===== src/rtl/core/rdsm_pkg.sv =====
package rdsm_pkg;

  localparam logic [7:0] STAR_CHAR = 8'h2A;
  localparam logic [7:0] DOT_CHAR  = 8'h2E;

  localparam logic [1:0] REG_PATTERN_LOW    = 2'd0;
  localparam logic [1:0] REG_PATTERN_HIGH   = 2'd1;
  localparam logic [1:0] REG_PATTERN_LENGTH = 2'd2;

  typedef struct packed {
    logic       fire;
    logic       is_char;
    logic [7:0] ch;
  } step_t;

endpackage


===== src/rtl/core/rdsm_cell.sv =====
module rdsm_cell
  import rdsm_pkg::*;
(
  input  logic       clk,
  input  logic       rst,
  input  step_t      step,
  input  logic       enable,
  input  logic       has_prev,
  input  logic [7:0] pat_char,
  input  logic [7:0] prev_char,
  input  logic       left_state,
  input  logic       left2_next,
  output logic       state,
  output logic       state_next
);

  logic hit;
  logic prev_hit;
  logic b;

  always_comb begin
    hit      = (pat_char == DOT_CHAR) || (pat_char == step.ch);
    prev_hit = (prev_char == DOT_CHAR) || (prev_char == step.ch);
    if (pat_char == STAR_CHAR) begin
      b = has_prev && (left2_next || (step.is_char && prev_hit && state));
    end else begin
      b = step.is_char && hit && left_state;
    end
    state_next = enable && b;
  end

  always_ff @(posedge clk) begin
    if (rst) begin
      state <= 1'b0;
    end else if (step.fire) begin
      state <= state_next;
    end
  end

endmodule


===== src/rtl/core/regex_dot_star_matcher.sv =====
// The result word of an accepted word appears on the master side in the next cycle.
// Throughput: one word per cycle unless the output stalls; the whole prefix vector
// is updated by a row of one-bit cells, with star closures rippling through the row.
// Output is held in a one-deep register; a new word is taken whenever it is empty or drained.
// Reset (rst, synchronous) clears the prefix vector, the pattern registers and the output valid.
module regex_dot_star_matcher
  import rdsm_pkg::*;
#(
  parameter int MAX_PATTERN = 16
) (
  input  logic        clk,
  input  logic        rst,
  input  logic        psel,
  input  logic        penable,
  input  logic        pwrite,
  input  logic [4:0]  paddr,
  input  logic [63:0] pwdata,
  output logic [63:0] prdata,
  output logic        pready,
  input  logic        s_tvalid,
  output logic        s_tready,
  input  logic [7:0]  s_tdata,   // [7:0] text_char
  input  logic [0:0]  s_tuser,   // [0] is_char, low for a command word
  output logic        m_tvalid,
  input  logic        m_tready,
  output logic [7:0]  m_tdata    // [0] matched, [7:1] zero
);

  localparam int LW = $clog2(MAX_PATTERN + 1);

  logic [63:0]  pattern_low;
  logic [63:0]  pattern_high;
  logic [4:0]   pattern_length;
  logic [127:0] pat_all;
  logic [LW-1:0] len_sat;
  step_t        step;
  logic [MAX_PATTERN:0] st;
  logic [MAX_PATTERN:0] nv;
  logic         matched;

  assign pready = 1'b1;

  always_ff @(posedge clk) begin
    if (rst) begin
      pattern_low    <= '0;
      pattern_high   <= '0;
      pattern_length <= '0;
    end else if (psel && penable && pwrite) begin
      case (paddr[4:3])
        REG_PATTERN_LOW:    pattern_low    <= pwdata;
        REG_PATTERN_HIGH:   pattern_high   <= pwdata;
        REG_PATTERN_LENGTH: pattern_length <= pwdata[4:0];
        default: ;
      endcase
    end
  end

  always_comb begin
    case (paddr[4:3])
      REG_PATTERN_LOW:    prdata = pattern_low;
      REG_PATTERN_HIGH:   prdata = pattern_high;
      REG_PATTERN_LENGTH: prdata = {59'd0, pattern_length};
      default:            prdata = '0;
    endcase
  end

  assign pat_all = {pattern_high, pattern_low};
  assign len_sat = (pattern_length > 5'(MAX_PATTERN)) ? LW'(MAX_PATTERN)
                                                      : LW'(pattern_length);

  assign s_tready     = !m_tvalid || m_tready;
  assign step.fire    = s_tvalid && s_tready;
  assign step.is_char = s_tuser[0];
  assign step.ch      = s_tdata;

  assign nv[0] = !step.is_char;

  always_ff @(posedge clk) begin
    if (rst) begin
      st[0] <= 1'b0;
    end else if (step.fire) begin
      st[0] <= nv[0];
    end
  end

  for (genvar r = 1; r <= MAX_PATTERN; r++) begin : g_cell
    if (r == 1) begin : g_first
      rdsm_cell u_cell (
        .clk        (clk),
        .rst        (rst),
        .step       (step),
        .enable     (len_sat >= LW'(r)),
        .has_prev   (1'b0),
        .pat_char   (pat_all[7:0]),
        .prev_char  (8'h00),
        .left_state (st[0]),
        .left2_next (1'b0),
        .state      (st[r]),
        .state_next (nv[r])
      );
    end else begin : g_rest
      rdsm_cell u_cell (
        .clk        (clk),
        .rst        (rst),
        .step       (step),
        .enable     (len_sat >= LW'(r)),
        .has_prev   (1'b1),
        .pat_char   (pat_all[8*(r-1) +: 8]),
        .prev_char  (pat_all[8*(r-2) +: 8]),
        .left_state (st[r-1]),
        .left2_next (nv[r-2]),
        .state      (st[r]),
        .state_next (nv[r])
      );
    end
  end

  always_ff @(posedge clk) begin
    if (rst) begin
      m_tvalid <= 1'b0;
    end else if (step.fire) begin
      m_tvalid <= 1'b1;
    end else if (m_tready) begin
      m_tvalid <= 1'b0;
    end
  end

  always_ff @(posedge clk) begin
    if (step.fire) begin
      matched <= nv[len_sat];
    end
  end

  assign m_tdata = {7'd0, matched};

endmodule


===== config.mk =====
export PLATFORM = sky130hd
export DESIGN_NAME = regex_dot_star_matcher
export DESIGN_NICKNAME = d
export VERILOG_FILES = /design/src/rtl/core/rdsm_pkg.sv /design/src/rtl/core/rdsm_cell.sv /design/src/rtl/core/regex_dot_star_matcher.sv
export SDC_FILE = /design/constraint.sdc
export NUM_CORES = 1
export LEC_CHECK = 0
export BUFFER_PORTS_ARGS = -buffer_cell sky130_fd_sc_hd__buf_4
export CORE_ASPECT_RATIO = 0.8
export CORE_UTILIZATION = 54
export DETAILED_ROUTE_END_ITERATION = 16
export GPL_ROUTABILITY_DRIVEN = 0
export PLACE_DENSITY = 0.83
export SLEW_MARGIN = 25
export SYNTH_ARGS = -nofsm -noshare
export SYNTH_HDL_FRONTEND = slang
export SYNTH_SLANG_ARGS = --single-unit

===== constraint.sdc =====
create_clock -name clk -period 2.9 [get_ports clk]
set_input_delay 0.435 -clock clk [delete_from_list [all_inputs] [get_ports clk]]
set_output_delay 0.435 -clock clk [all_outputs]
set_load 0.05 [all_outputs]

==> impl_results.md <==
- Status: complete, no violations
- HP Class: input port to flip-flop
- Mapped Cells: 1237
- Post-synth ARST share: 0
- Layout cells sized above 1: 0.194
- Tcrit/Tclk final: 0.973
- Avg WL per Cell: 17.7 µm
- Crit Path Max Fanout: 5
- Worst rel slew slack: 0.516
- RSZ-0062 raised after global routing: no
- IO Pins: 160
- Cell Pwr Density: 456 mW/mm²
- WS Path Type: flip-flop to flip-flop
- Starting Density: 0.554
- CP Cell Sequence: xor2_1 > nor4_1 > nand2_1 > a21boi_2 > o41a_1 > o311a_4 > o311ai_4 > a21oi_2 > nor3_1 > o211ai_1
- Post-route cell area: 0.0113 mm²
- PortBufs: 148
- Final setup violation count: 0
- Clk Latency, worst-skew pair: 440 ps
- Gr ovfl total: 0
- Detail Route Antenna Nets: 0
- Clock Sinks: 152
- Drt initial violations: ~1000
- Syn avg cell area: 7.43 µm²
- Die ar.: approximately 0.018 mm²
- PostCTS Resize Cnt: 0
- WL final: 28500 µm
- Cts hold-fix bufs: 0
- Register area share after synthesis: 0.332
- CTS HTree Levels: 4
- # rows: 42
- Pleak: 4.42 nW
- Setup TNS: 0 ps
- Critical path launch point type: flip-flop
- Ant. Diodes: 0
- Reg-to-reg slack, setup: 80 ps
- Required time of the critical path: 3080 ps
- First-pass GRT wire length: 45000 µm
- Placed Area: 0.0106 mm²
- Worst-path clk slew: 70 ps
- Largest net degree at the start of global routing: 62
- CORE AREA: 0.0166 mm²
- Longest Clk Path Bufs: 2
- Hold Path Depth: 3
- Number of buffers created by CTS: 17
- Final Hold Fails: 0
- Crit-path slowest cell: dfxtp_1
- Worst-case hold path end point: pattern_high[30]
- CTS root buf: clkbuf_16
- Yosys cell types: 76
- Yosys warnings: 0
- Most frequent cells in the layout: nand2_1, buf_4, a21oi_1
- Setup crit end kind: flip-flop
- Number of flops mapped to enable cells by yosys: 1
- CTS tree: yes
- Fmax: 0.354 GHz
- Fin crit period: 2820 ps
- Worst Skew: about 12 ps
- Worst R2R Path Depth: 10
- Post-CTS Setup Repair Bufs: 0
- Slew Limit Fails: 0
- Peak VDD IR: roughly 370 µV
- HP Start: pwdata[30]
- Top FF cell, synth: dfxtp_1
- DR DRC count: 0
- FF-to-FF Start: pattern_low[3]
- Worst Max-Slew Pin Slew: a little over 700 ps
- DP HPWL: 20000 µm
- Area grow syn2layout: 23.2%
- Reg-to-reg endpoint: matched
- Max capacitance violation total: 0
- Die W: between 100 and 150 µm
- NumNets Final: 1460
- Commonest non-fill, non-tap cell in the layout: nand2_1
- Vias: 9573
- Fin cells: approximately 1600
- DRT Pass-1 Iters: 6
- Total Routing Usage GR: 0.323
- Vias per inst: 5.95
- Crit path DAT: roughly 3000 ps
- CP max stage delay: 490 ps
- Initial antenna violation count: 0
- Dpl cells: between 1500 and 2000
- Chip height: 119 µm
- Synth Register Bits: around 150
- Mapped Area: around 0.0092 mm²
- Vias in the first global route: 8607
==> synth_stat cells, types with 5 or more instances <==
cell type | n | area share
nand2_1 | 322 | 0.13
a21oi_1 | 167 | 0.091
dfxtp_1 | 151 | 0.33
nor2_1 | 100 | 0.041
xor2_1 | 80 | 0.076
mux2i_1 | 69 | 0.075
clkbuf_1 | 61 | 0.025
xnor2_1 | 47 | 0.045
nor4_1 | 20 | 0.014
inv_1 | 19 | 0.0078
buf_2 | 17 | 0.0093
o21ai_0 | 15 | 0.0082
nand3_1 | 14 | 0.0076
nand4_1 | 12 | 0.0082
nor4b_1 | 11 | 0.010
nand4b_1 | 10 | 0.0095
buf_4 | 9 | 0.0073
nor3_1 | 8 | 0.0044
a211oi_1 | 7 | 0.0057
a31oi_1 | 6 | 0.0041
o21a_1 | 5 | 0.0041
==> layout make-up <==
class / count / area [µm²]
clock inverters: 13 / 191
inverters: 19 / 71.3
well taps: 220 / 275
clock buffers: 19 / 453
multi-input cells: 977 / 5700
repair buffers: 208 / 1590
fillers: 1349 / 5280
flip-flops and latches: 152 / 3050
==> state kept, by name, indices dropped and copies added, names as in the netlist <==
register / cells
g_cell.g_first.u_cell.state: 1
g_cell.g_rest.u_cell.state: 15
pattern_high: 64
matched: 1
pattern_low: 64
st: 1
m_tvalid: 1
pattern_length: 5
==> worst max path at each step <==
stage                            to             from  slack, ps  cells after the start
final                       matched   pattern_low[3]         80                     10
after global routing        matched  pattern_low[28]          9                      9
after CTS                   matched  pattern_low[46]         60                     10
after detailed placement    matched       s_tdata[3]          6                     11
after global placement      matched       s_tdata[7]         80                     11
after floorplan           prdata[3]         paddr[3]        140                      4
==> critical path, delay by kind of cell, from the launching register on <==
kind,cells,cell delay (ps)
and+or+nand+nor,3,410
AOI/OAI and AO/OA,6,1430
xor gates and xnor gates,1,210
DFF,1,490
==> report_power, final <==
group	internal [mW]	switching, mW
clock network	1.50	0.948
registers	2.12	0.0348
logic	0.225	0.346
==> kinds of logic after synthesis <==
group / Yosys count / synth area share
flops: 152 / 0.332
simple gates: 525 / 0.252
buf+inv: 114 / 0.0559
mux: 70 / 0.0780
compound gates: 247 / 0.161
other cells: 2 / 0.000817
xor+xnor: 127 / 0.121
==> layer usage <==
metal	global-route usage	part of all wire	wire length (µm)
met5	0	0	0
met3	0.0618	0.098	2800
met1	0.455	0.43	12300
met4	0.0941	0.019	548
met2	0.497	0.45	12800
==> metrics by stage <==
step           setup WS, ps  power (mW)  hold WS, ps   util
3_3_place_gp           79.9        2.74          441  0.641
2_1_floorplan           144        2.54          429      -
6_report               78.9        5.17          251  0.682
5_1_grt                8.78        5.30          251  0.682
4_1_cts                57.2        5.16          242  0.680
3_5_place_dp           6.25        2.75          451  0.641
(Power assumes the default switching activity.)
